--- src/rtl/core/slcfr_pkg.sv ---
// Shared types and constants for the sync/length/checksum frame receiver.
`timescale 1ns / 1ps

package slcfr_pkg;

  // Framing constants
  localparam logic [7:0] SYNC_BYTE     = 8'h7E;
  localparam logic [7:0] TIMEOUT_RESET = 8'd5;

  // Result status codes
  localparam logic [1:0] STATUS_OK       = 2'd0;
  localparam logic [1:0] STATUS_CSUM_ERR = 2'd1;
  localparam logic [1:0] STATUS_TOO_LONG = 2'd2;

  // Input kind carried in tuser
  localparam logic KIND_BYTE = 1'b0;
  localparam logic KIND_TICK = 1'b1;

  // Commands from the controller to the datapath
  typedef struct packed {
    logic tick;         // count the inactivity timer down
    logic reload;       // reload the inactivity timer
    logic start_frame;  // sync seen: clear sum, index and length flag
    logic take_len;     // capture the length byte
    logic take_body;    // store and sum a frame byte
    logic err_csum;     // load a checksum mismatch result
    logic err_long;     // load a frame too long result
    logic start_emit;   // rewind the read pointer
    logic rd_issue;     // read the frame store
    logic emit_load;    // load a frame byte result
  } slcfr_cmd_t;

  // Status from the datapath to the controller
  typedef struct packed {
    logic is_sync;      // incoming byte is the sync byte
    logic len_done;     // no frame bytes left after this one
    logic too_long;     // announced frame exceeds the store
    logic sum_match;    // running sum equals incoming byte
    logic timer_expire; // timer is zero after this tick
    logic rd_last;      // current read is the final stored byte
    logic out_free;     // output register can take a result
  } slcfr_sts_t;

endpackage

--- src/rtl/core/sync_length_checksum_frame_receiver_unit.sv ---
// Top level of the sync/length/checksum frame receiver.
// Input: one transfer per cycle while parsing, held off while a result waits in the
// output register; an error result is offered in the cycle after the checksum transfer.
// Good frame of K bytes: each byte is read from the store, then loaded into the output
// register once it is free; input held off until the last byte is taken.
// Reset (rst_ni low, asynchronous): hunting for sync, timer 0, timeout 5.
`timescale 1ns / 1ps

module sync_length_checksum_frame_receiver_unit
  import slcfr_pkg::*;
#(
  parameter int BUF_DEPTH = 18
) (
  input  logic        clk_i,
  input  logic        rst_ni,
  // Configuration: timeout_ticks
  input  logic        cfg_we_i,
  input  logic [7:0]  cfg_wdata_i,
  // Input stream
  input  logic        s_axis_tvalid_i,
  output logic        s_axis_tready_o,
  input  logic [7:0]  s_axis_tdata_i,   // [7:0] rx_data
  input  logic        s_axis_tuser_i,   // [0] cmd
  // Result stream
  output logic        m_axis_tvalid_o,
  input  logic        m_axis_tready_i,
  output logic [15:0] m_axis_tdata_o,   // [7:0] data_byte, [12:8] byte_index
  output logic [1:0]  m_axis_tuser_o,   // [1:0] status
  output logic        m_axis_tlast_o    // last
);

  slcfr_cmd_t cmd;
  slcfr_sts_t sts;
  logic [7:0] out_byte;
  logic [4:0] out_index;

  slcfr_ctrl u_ctrl (
    .clk_i      (clk_i),
    .rst_ni     (rst_ni),
    .in_valid_i (s_axis_tvalid_i),
    .in_kind_i  (s_axis_tuser_i),
    .in_ready_o (s_axis_tready_o),
    .sts_i      (sts),
    .cmd_o      (cmd)
  );

  slcfr_dp #(
    .BUF_DEPTH (BUF_DEPTH)
  ) u_dp (
    .clk_i        (clk_i),
    .rst_ni       (rst_ni),
    .cfg_we_i     (cfg_we_i),
    .cfg_wdata_i  (cfg_wdata_i),
    .rx_byte_i    (s_axis_tdata_i),
    .cmd_i        (cmd),
    .sts_o        (sts),
    .out_ready_i  (m_axis_tready_i),
    .out_valid_o  (m_axis_tvalid_o),
    .out_status_o (m_axis_tuser_o),
    .out_byte_o   (out_byte),
    .out_index_o  (out_index),
    .out_last_o   (m_axis_tlast_o)
  );

  // Pack result fields, zero fill to whole bytes
  assign m_axis_tdata_o = {3'b000, out_index, out_byte};

endmodule

--- src/rtl/core/slcfr_ctrl.sv ---
// Controller state machine: frame parsing and result emission sequencing.
`timescale 1ns / 1ps

module slcfr_ctrl
  import slcfr_pkg::*;
(
  input  logic       clk_i,
  input  logic       rst_ni,
  input  logic       in_valid_i,
  input  logic       in_kind_i,
  output logic       in_ready_o,
  input  slcfr_sts_t sts_i,
  output slcfr_cmd_t cmd_o
);

  localparam logic [2:0] ST_HUNT    = 3'd0;
  localparam logic [2:0] ST_LEN     = 3'd1;
  localparam logic [2:0] ST_BODY    = 3'd2;
  localparam logic [2:0] ST_CSUM    = 3'd3;
  localparam logic [2:0] ST_EMIT_RD = 3'd4;
  localparam logic [2:0] ST_EMIT_LD = 3'd5;

  logic [2:0] state_q, state_d;
  logic       parsing;
  logic       accept;

  // Inputs are taken only while parsing and with room for a result
  assign parsing    = (state_q == ST_HUNT) || (state_q == ST_LEN) ||
                      (state_q == ST_BODY) || (state_q == ST_CSUM);
  assign in_ready_o = parsing && sts_i.out_free;
  assign accept     = in_valid_i && in_ready_o;

  // Next state and commands
  always_comb begin
    state_d = state_q;
    cmd_o   = '0;
    if (accept && (in_kind_i == KIND_TICK)) begin
      cmd_o.tick = 1'b1;
      if (sts_i.timer_expire && (state_q != ST_HUNT)) begin
        state_d = ST_HUNT;
      end
    end else if (accept) begin
      cmd_o.reload = 1'b1;
      case (state_q)
        ST_HUNT: begin
          if (sts_i.is_sync) begin
            cmd_o.start_frame = 1'b1;
            state_d           = ST_LEN;
          end
        end
        ST_LEN: begin
          cmd_o.take_len = 1'b1;
          state_d        = ST_BODY;
        end
        ST_BODY: begin
          cmd_o.take_body = 1'b1;
          if (sts_i.len_done) begin
            state_d = ST_CSUM;
          end
        end
        ST_CSUM: begin
          if (sts_i.too_long) begin
            cmd_o.err_long = 1'b1;
            state_d        = ST_HUNT;
          end else if (!sts_i.sum_match) begin
            cmd_o.err_csum = 1'b1;
            state_d        = ST_HUNT;
          end else begin
            cmd_o.start_emit = 1'b1;
            state_d          = ST_EMIT_RD;
          end
        end
        default: begin
          state_d = ST_HUNT;
        end
      endcase
    end else begin
      case (state_q)
        ST_EMIT_RD: begin
          cmd_o.rd_issue = 1'b1;
          state_d        = ST_EMIT_LD;
        end
        ST_EMIT_LD: begin
          if (sts_i.out_free) begin
            cmd_o.emit_load = 1'b1;
            state_d         = sts_i.rd_last ? ST_HUNT : ST_EMIT_RD;
          end
        end
        default: begin
          state_d = state_q;
        end
      endcase
    end
  end

  // State register
  always_ff @(posedge clk_i or negedge rst_ni) begin
    if (!rst_ni) begin
      state_q <= ST_HUNT;
    end else begin
      state_q <= state_d;
    end
  end

endmodule

--- src/rtl/core/slcfr_dp.sv ---
// Datapath: timer, running sum, counters, frame store and output register.
`timescale 1ns / 1ps

module slcfr_dp
  import slcfr_pkg::*;
#(
  parameter int BUF_DEPTH = 18
) (
  input  logic       clk_i,
  input  logic       rst_ni,
  input  logic       cfg_we_i,
  input  logic [7:0] cfg_wdata_i,
  input  logic [7:0] rx_byte_i,
  input  slcfr_cmd_t cmd_i,
  output slcfr_sts_t sts_o,
  input  logic       out_ready_i,
  output logic       out_valid_o,
  output logic [1:0] out_status_o,
  output logic [7:0] out_byte_o,
  output logic [4:0] out_index_o,
  output logic       out_last_o
);

  localparam int          ADDR_W = $clog2(BUF_DEPTH);
  localparam int          CNT_W  = $clog2(BUF_DEPTH + 1);
  localparam logic [8:0]  DEPTH9 = 9'(BUF_DEPTH);
  localparam logic [CNT_W-1:0] DEPTH_CNT = CNT_W'(BUF_DEPTH);

  logic [7:0]       timeout_q;
  logic [7:0]       timer_q;
  logic [7:0]       sum_q;
  logic [7:0]       left_q;
  logic             too_long_q;
  logic [CNT_W-1:0] wr_idx_q;
  logic [CNT_W-1:0] rd_idx_q;
  logic [CNT_W-1:0] rd_next;
  logic [7:0]       rd_data_q;
  logic [7:0]       store_q [BUF_DEPTH];
  logic             out_valid_q;
  logic [1:0]       out_status_q;
  logic [7:0]       out_byte_q;
  logic [4:0]       out_index_q;
  logic             out_last_q;
  logic             store_wr;

  assign rd_next  = rd_idx_q + CNT_W'(1);
  assign store_wr = cmd_i.take_body && !too_long_q && (wr_idx_q < DEPTH_CNT);

  // Status back to the controller
  always_comb begin
    sts_o.is_sync      = (rx_byte_i == SYNC_BYTE);
    sts_o.len_done     = (left_q == 8'd0);
    sts_o.too_long     = too_long_q;
    sts_o.sum_match    = (sum_q == rx_byte_i);
    sts_o.timer_expire = (timer_q == 8'd0) || (timer_q == 8'd1);
    sts_o.rd_last      = (rd_next == wr_idx_q);
    sts_o.out_free     = !out_valid_q || out_ready_i;
  end

  // Timeout register and inactivity timer
  always_ff @(posedge clk_i or negedge rst_ni) begin
    if (!rst_ni) begin
      timeout_q <= TIMEOUT_RESET;
      timer_q   <= 8'd0;
    end else begin
      if (cfg_we_i) begin
        timeout_q <= cfg_wdata_i;
      end
      if (cmd_i.reload) begin
        timer_q <= timeout_q;
      end else if (cmd_i.tick && (timer_q != 8'd0)) begin
        timer_q <= timer_q - 8'd1;
      end
    end
  end

  // Frame bookkeeping: sum, remaining length, write and read pointers
  always_ff @(posedge clk_i or negedge rst_ni) begin
    if (!rst_ni) begin
      sum_q      <= 8'd0;
      left_q     <= 8'd0;
      too_long_q <= 1'b0;
      wr_idx_q   <= '0;
      rd_idx_q   <= '0;
    end else begin
      if (cmd_i.start_frame) begin
        sum_q      <= 8'd0;
        wr_idx_q   <= '0;
        too_long_q <= 1'b0;
      end
      if (cmd_i.take_len) begin
        left_q     <= rx_byte_i;
        sum_q      <= sum_q + rx_byte_i;
        too_long_q <= ({1'b0, rx_byte_i} + 9'd1) > DEPTH9;
        wr_idx_q   <= '0;
      end
      if (cmd_i.take_body) begin
        sum_q <= sum_q + rx_byte_i;
        if (left_q != 8'd0) begin
          left_q <= left_q - 8'd1;
        end
        if (store_wr) begin
          wr_idx_q <= wr_idx_q + CNT_W'(1);
        end
      end
      if (cmd_i.start_emit) begin
        rd_idx_q <= '0;
      end else if (cmd_i.emit_load) begin
        rd_idx_q <= rd_next;
      end
    end
  end

  // Frame store, one write and one registered read port
  always_ff @(posedge clk_i) begin
    if (store_wr) begin
      store_q[wr_idx_q[ADDR_W-1:0]] <= rx_byte_i;
    end
    if (cmd_i.rd_issue) begin
      rd_data_q <= store_q[rd_idx_q[ADDR_W-1:0]];
    end
  end

  // Output register: valid flag
  always_ff @(posedge clk_i or negedge rst_ni) begin
    if (!rst_ni) begin
      out_valid_q <= 1'b0;
    end else if (cmd_i.err_csum || cmd_i.err_long || cmd_i.emit_load) begin
      out_valid_q <= 1'b1;
    end else if (out_ready_i) begin
      out_valid_q <= 1'b0;
    end
  end

  // Output register: payload
  always_ff @(posedge clk_i) begin
    if (cmd_i.err_csum || cmd_i.err_long) begin
      out_status_q <= cmd_i.err_long ? STATUS_TOO_LONG : STATUS_CSUM_ERR;
      out_byte_q   <= 8'd0;
      out_index_q  <= 5'd0;
      out_last_q   <= 1'b1;
    end else if (cmd_i.emit_load) begin
      out_status_q <= STATUS_OK;
      out_byte_q   <= rd_data_q;
      out_index_q  <= 5'(rd_idx_q);
      out_last_q   <= (rd_next == wr_idx_q);
    end
  end

  assign out_valid_o  = out_valid_q;
  assign out_status_o = out_status_q;
  assign out_byte_o   = out_byte_q;
  assign out_index_o  = out_index_q;
  assign out_last_o   = out_last_q;

endmodule
--- config.mk ---
export PLATFORM = sky130hd
export DESIGN_NAME = sync_length_checksum_frame_receiver_unit
export DESIGN_NICKNAME = d
export VERILOG_FILES = /design/src/rtl/core/slcfr_pkg.sv /design/src/rtl/core/sync_length_checksum_frame_receiver_unit.sv /design/src/rtl/core/slcfr_ctrl.sv /design/src/rtl/core/slcfr_dp.sv
export SDC_FILE = /design/constraint.sdc
export NUM_CORES = 1
export LEC_CHECK = 0
export ABC_AREA = 1
export BUFFER_PORTS_ARGS = -buffer_cell sky130_fd_sc_hd__buf_2
export CAP_MARGIN = 20
export CELL_PAD_IN_SITES_DETAIL_PLACEMENT = 1
export CELL_PAD_IN_SITES_GLOBAL_PLACEMENT = 1
export CORE_MARGIN = 2
export CORE_UTILIZATION = 30
export DETAILED_ROUTE_END_ITERATION = 16
export PLACE_DENSITY = 0.5
export RECOVER_POWER = 50
export SYNTH_ARGS = -nofsm -noshare
export SYNTH_HDL_FRONTEND = slang
export SYNTH_SLANG_ARGS = --single-unit
--- constraint.sdc ---
create_clock -name clk_i -period 5.46 [get_ports clk_i]
set_input_delay 0.819 -clock clk_i [delete_from_list [all_inputs] [get_ports clk_i]]
set_output_delay 0.819 -clock clk_i [all_outputs]
set_load 0.02 [all_outputs]
==> impl_results.rst <==
.. list-table::
   :header-rows: 1

   * - Metric
     - Value
   * - # port buffers
     - 39
   * - Sum Neg Setup Slack
     - 0 ns
   * - Post-CTS Setup Repair Bufs
     - 0
   * - Via count of the first global-routing pass
     - 7,177
   * - Worst reg2reg startpoint
     - u_ctrl.state_q[2]
   * - Distinct cell type count after synthesis
     - 41
   * - Post-synthesis instance total
     - 936
   * - Root Driver
     - clkbuf_16
   * - Number of instances resized during post-cts repair
     - 0
   * - Worst EP required
     - 5.88 ns
   * - Leakage power
     - 4.26 nW
   * - Share of cells above drive strength 1
     - 8.79%
   * - Leading cell type in the layout, fill and taps excluded
     - edfxtp_1
   * - Worst Path Max Fanout
     - 26
   * - Total via count after detailed routing
     - 6,729
   * - Compound-cell area share of the yosys netlist
     - 11.5%
   * - Max Buffers Root-to-Sink
     - 3
   * - Area of placed instances
     - 0.0103 mm²
   * - Antenna violations before repair
     - 0
   * - Drt total wl
     - 26,000 µm
   * - Post-DP HPWL
     - 17,000 µm
   * - Pre-CTS setup slack
     - 2.17 ns
   * - Total of max-cap violations
     - 1
   * - Final std cells w/o fill
     - 1,392
   * - Outcome
     - complete, but fails checks
   * - Type of the worst setup path
     - input pin to flip-flop
   * - Terminus of the critical flop-to-flop path
     - u_dp.store_q[0][1]
   * - Share of power burned in registers
     - 38.7%
   * - Global route total overflow
     - 0
   * - Max-Slew Margin vs Limit
     - -89.3%
   * - Mux contribution to synthesized area
     - 0.349%
   * - Number of top-level pins
     - 43
   * - Pwr per Cell Area
     - 511 mW/mm²
   * - Share of async-settable or async-resettable flops after synthesis
     - 21.9%
   * - Area added between synthesis and finish
     - 14.1%
   * - Insertion delay of the later-clocked pin in the worst-skew pair
     - 0.54 ns
   * - CP Launch Type
     - input pin
   * - CP max stage delay
     - 0.92 ns
   * - Antenna diode count
     - 0
   * - Number of nets in the finished design
     - 1,014
   * - Timing endpoint of the critical path
     - u_dp.out_last_o
   * - Proportion of power drawn by the clock network
     - 29.7%
   * - Critical Path AT
     - 3.64 ns
   * - Post-detailed-route count of antenna-violating nets
     - 0
   * - Count of flip-flops with a built-in enable after synthesis
     - 154
   * - Commonest cells after routing, fill and taps aside
     - edfxtp_1, nor2_1, nand2_1, o21ai_0, inv_1
   * - Largest net degree at the start of global routing
     - 76
   * - Die Wd
     - 184 µm
   * - Overall track demand over capacity in global routing
     - 15.9%
   * - Minimum setup slack in the final design
     - 2.25 ns
   * - Minimum clock period after layout
     - 3.21 ns
   * - Area of the die
     - 0.0337 mm²
   * - Average footprint of a synthesized cell
     - 10.3 µm²
   * - Final clock skew
     - 0.0219 ns
   * - Initial cell density of the core
     - 30.6%
   * - Reg2reg path depth
     - 7
   * - Highest clock rate
     - 311 MHz
   * - Share of the yosys chip area belonging to registers
     - 62.8%
   * - Number of instances in the placed design
     - 1,345
   * - Top FF cell, synth
     - edfxtp_1
   * - CTS tree
     - built
   * - Fin area
     - 0.0110 mm²
   * - Type of destination of the critical path
     - flip-flop
   * - Global-route wire length before repair
     - 41,400 µm
   * - Register-to-Register Setup Slack
     - 2.56 ns
   * - Number of failing setup endpoints in the final timing report
     - 0
   * - Worst hold path startpoint
     - u_dp.out_last_o
   * - Detail-routed via count per cell
     - 4.83
   * - Adder-cell share of the synthesized area
     - 2.79%
   * - Mean routed wirelength per cell
     - 18.7 µm
   * - Cell internal pwr
     - 3.55 mW
   * - Synth Warn #
     - 0
   * - Number of placement rows
     - 65
   * - Summed instance area of the synthesized netlist
     - 0.00968 mm²
   * - Final GP Congestion
     - 0.742
   * - Worst Tran Pin Value
     - 2.84 ns
   * - Simple-Gate Fraction of Synth Area
     - 16.1%
   * - Critical Path Start
     - s_axis_tdata_i[1]
   * - Maximum resistive drop on vdd
     - 0.205 mV
   * - Fraction of power consumed by combinational cells
     - 31.5%
   * - Register clock-pin slew on the reported worst setup and hold paths
     - 0.05 ns
   * - Post-synthesis xor/xnor area fraction
     - 1.18%
   * - Hold violation total from the final report
     - 0
   * - Dominant combinational cell family by area after synthesis
     - simple AND/OR/NAND/NOR gates
   * - Pre-Repair DR Iteration Count
     - 4
   * - Std-Cell Core Area
     - 0.0316 mm²
   * - Die Y-Extent
     - 184 µm
   * - Switching power share of the total
     - 37.1%
   * - Violations in the final reports
     - max-capacitance violations, max-slew violations
   * - Psw
     - 2.09 mW
   * - Starting DRC count in detailed routing
     - 324
   * - Number of buffers created by CTS
     - 26
   * - Number of remaining DRC errors
     - 0
   * - Sink count of the clock tree
     - 215
   * - Post-route fraction of the period consumed by the critical path
     - 58.8%
   * - Unrepaired setup endpoints after global routing
     - false
   * - Critical Path Slowest Stage Cell
     - clkbuf_1
   * - Slew Limit Fails
     - 48
   * - #FFs+latches synth
     - 215
   * - Path class of the lowest-slack min-delay path
     - flip-flop to flip-flop
   * - Hold-fix buffers at CTS
     - 0
   * - Cell Chain, Critical Path
     - clkbuf_1 -> ha_1 -> nor4_1 -> nand4_1 -> nand2_1 -> nand2_1 -> nor2_1 -> nor2_1
   * - H-tree levels
     - 1
==> worst max-delay path, delay by kind of cell <==
family,cells,cell delay [ns]
adder cells (fa/ha/maj),1,0.40
buffers and inverters,1,0.92
AND/OR/NAND/NOR,6,1.48
==> power groups by stage <==
stage	Clock (mW)	Combinational, mW	Sequential, mW
floorplan	0	1.23	2.19
global placement	0	1.81	2.22
detailed placement	0	1.82	2.22
CTS	1.73	1.83	2.19
global route	1.79	2.04	2.22
finish	1.68	1.78	2.19
==> flip-flops by register name, indices dropped and copies added, names as in the netlist <==
| register | cells |
|---|---|
| u_dp.store_q | 144 |
| u_dp.left_q | 8 |
| u_dp.out_byte_o | 8 |
| u_dp.rd_data_q | 8 |
| u_dp.sum_q | 8 |
| u_dp.timeout_q | 8 |
| u_dp.timer_q | 8 |
| u_dp.out_index_o | 5 |
| u_dp.rd_idx_q | 5 |
| u_dp.wr_idx_q | 5 |
| u_ctrl.state_q | 3 |
| u_dp.out_status_o | 2 |
| u_dp.out_last_o | 1 |
| u_dp.out_valid_o | 1 |
| u_dp.too_long_q | 1 |
==> cell type report <==
class                   count  area [µm²]
repair buffers             44         215
fillers                  3549       20600
inverters                  90         338
flip-flops and latches    215        6090
multi-input cells         594        3080
clock inverters             9         108
well taps                 402         503
clock buffers              38         716
==> per-layer routing <==
metal  part of all wire, %  vias up  track usage [%]  wire length, µm
li1                      -     3299                -                -
met1                    47     3318             21.1            12200
met2                    48       72             27.2            12400
met3                   2.9       40             2.34              743
met4                   2.4        0             4.10              618
met5                     0        -                0                0
==> metrics by stage <==
stage	hold WS (ns)	utilization [%]	power (mW)
2_1_floorplan	0.455	-	3.42
3_3_place_gp	0.475	32.4	4.03
3_5_place_dp	0.479	32.4	4.05
4_1_cts	0.418	35.0	5.75
5_1_grt	0.493	34.9	6.05
6_report	0.488	34.9	5.64
==> logic make-up after synthesis <==
| logic type | Yosys count |
|---|---|
| buffers and inverters | 129 |
| xor gates and xnor gates | 13 |
| other | 1 |
| AOI/OAI and AO/OA | 188 |
| muxes | 3 |
| DFF | 215 |
| adders and majority gates | 21 |
| and+or+nand+nor | 366 |
==> worst min path at each step <==
stage | cells after the start | to | slack [ns]
2_1_floorplan | 2 | u_dp.timeout_q[2] | 0.45
3_3_place_gp | 2 | u_dp.out_last_o | 0.47
3_5_place_dp | 2 | u_dp.out_last_o | 0.48
4_1_cts | 2 | u_dp.rd_idx_q[2] | 0.42
5_1_grt | 3 | u_dp.timeout_q[2] | 0.49
6_report | 2 | u_dp.out_last_o | 0.49
==> synthesized netlist by cell type (2+ instances only) <==
| master | instances | area [µm²] |
|---|---|---|
| nor2_1 | 149 | 559 |
| dfxtp_1 | 14 | 280 |
| buf_2 | 14 | 70.1 |
| o221ai_1 | 5 | 43.8 |
| inv_1 | 84 | 315 |
| edfxtp_1 | 154 | 4620 |
| a31oi_1 | 9 | 56.3 |
| a21oi_1 | 20 | 100 |
| o22ai_1 | 3 | 18.8 |
| xor2_1 | 8 | 70.1 |
| dfrtp_1 | 45 | 1130 |
| dfstp_2 | 2 | 52.6 |
| clkinv_1 | 3 | 11.3 |
| nand2_1 | 132 | 495 |
| nor3_1 | 8 | 40.0 |
| or2_2 | 5 | 31.3 |
| clkbuf_1 | 21 | 78.8 |
| o211ai_1 | 51 | 383 |
| o21ai_0 | 97 | 485 |
| buf_4 | 3 | 22.5 |
| nand3_1 | 53 | 265 |
| xnor2_1 | 5 | 43.8 |
| or2_0 | 4 | 25.0 |
| nand4_1 | 6 | 37.5 |
| o31ai_1 | 2 | 15.0 |
| mux2_2 | 3 | 33.8 |
| ha_1 | 20 | 250 |
| inv_2 | 3 | 11.3 |
Note: power is estimated with default switching activity, not from simulation.
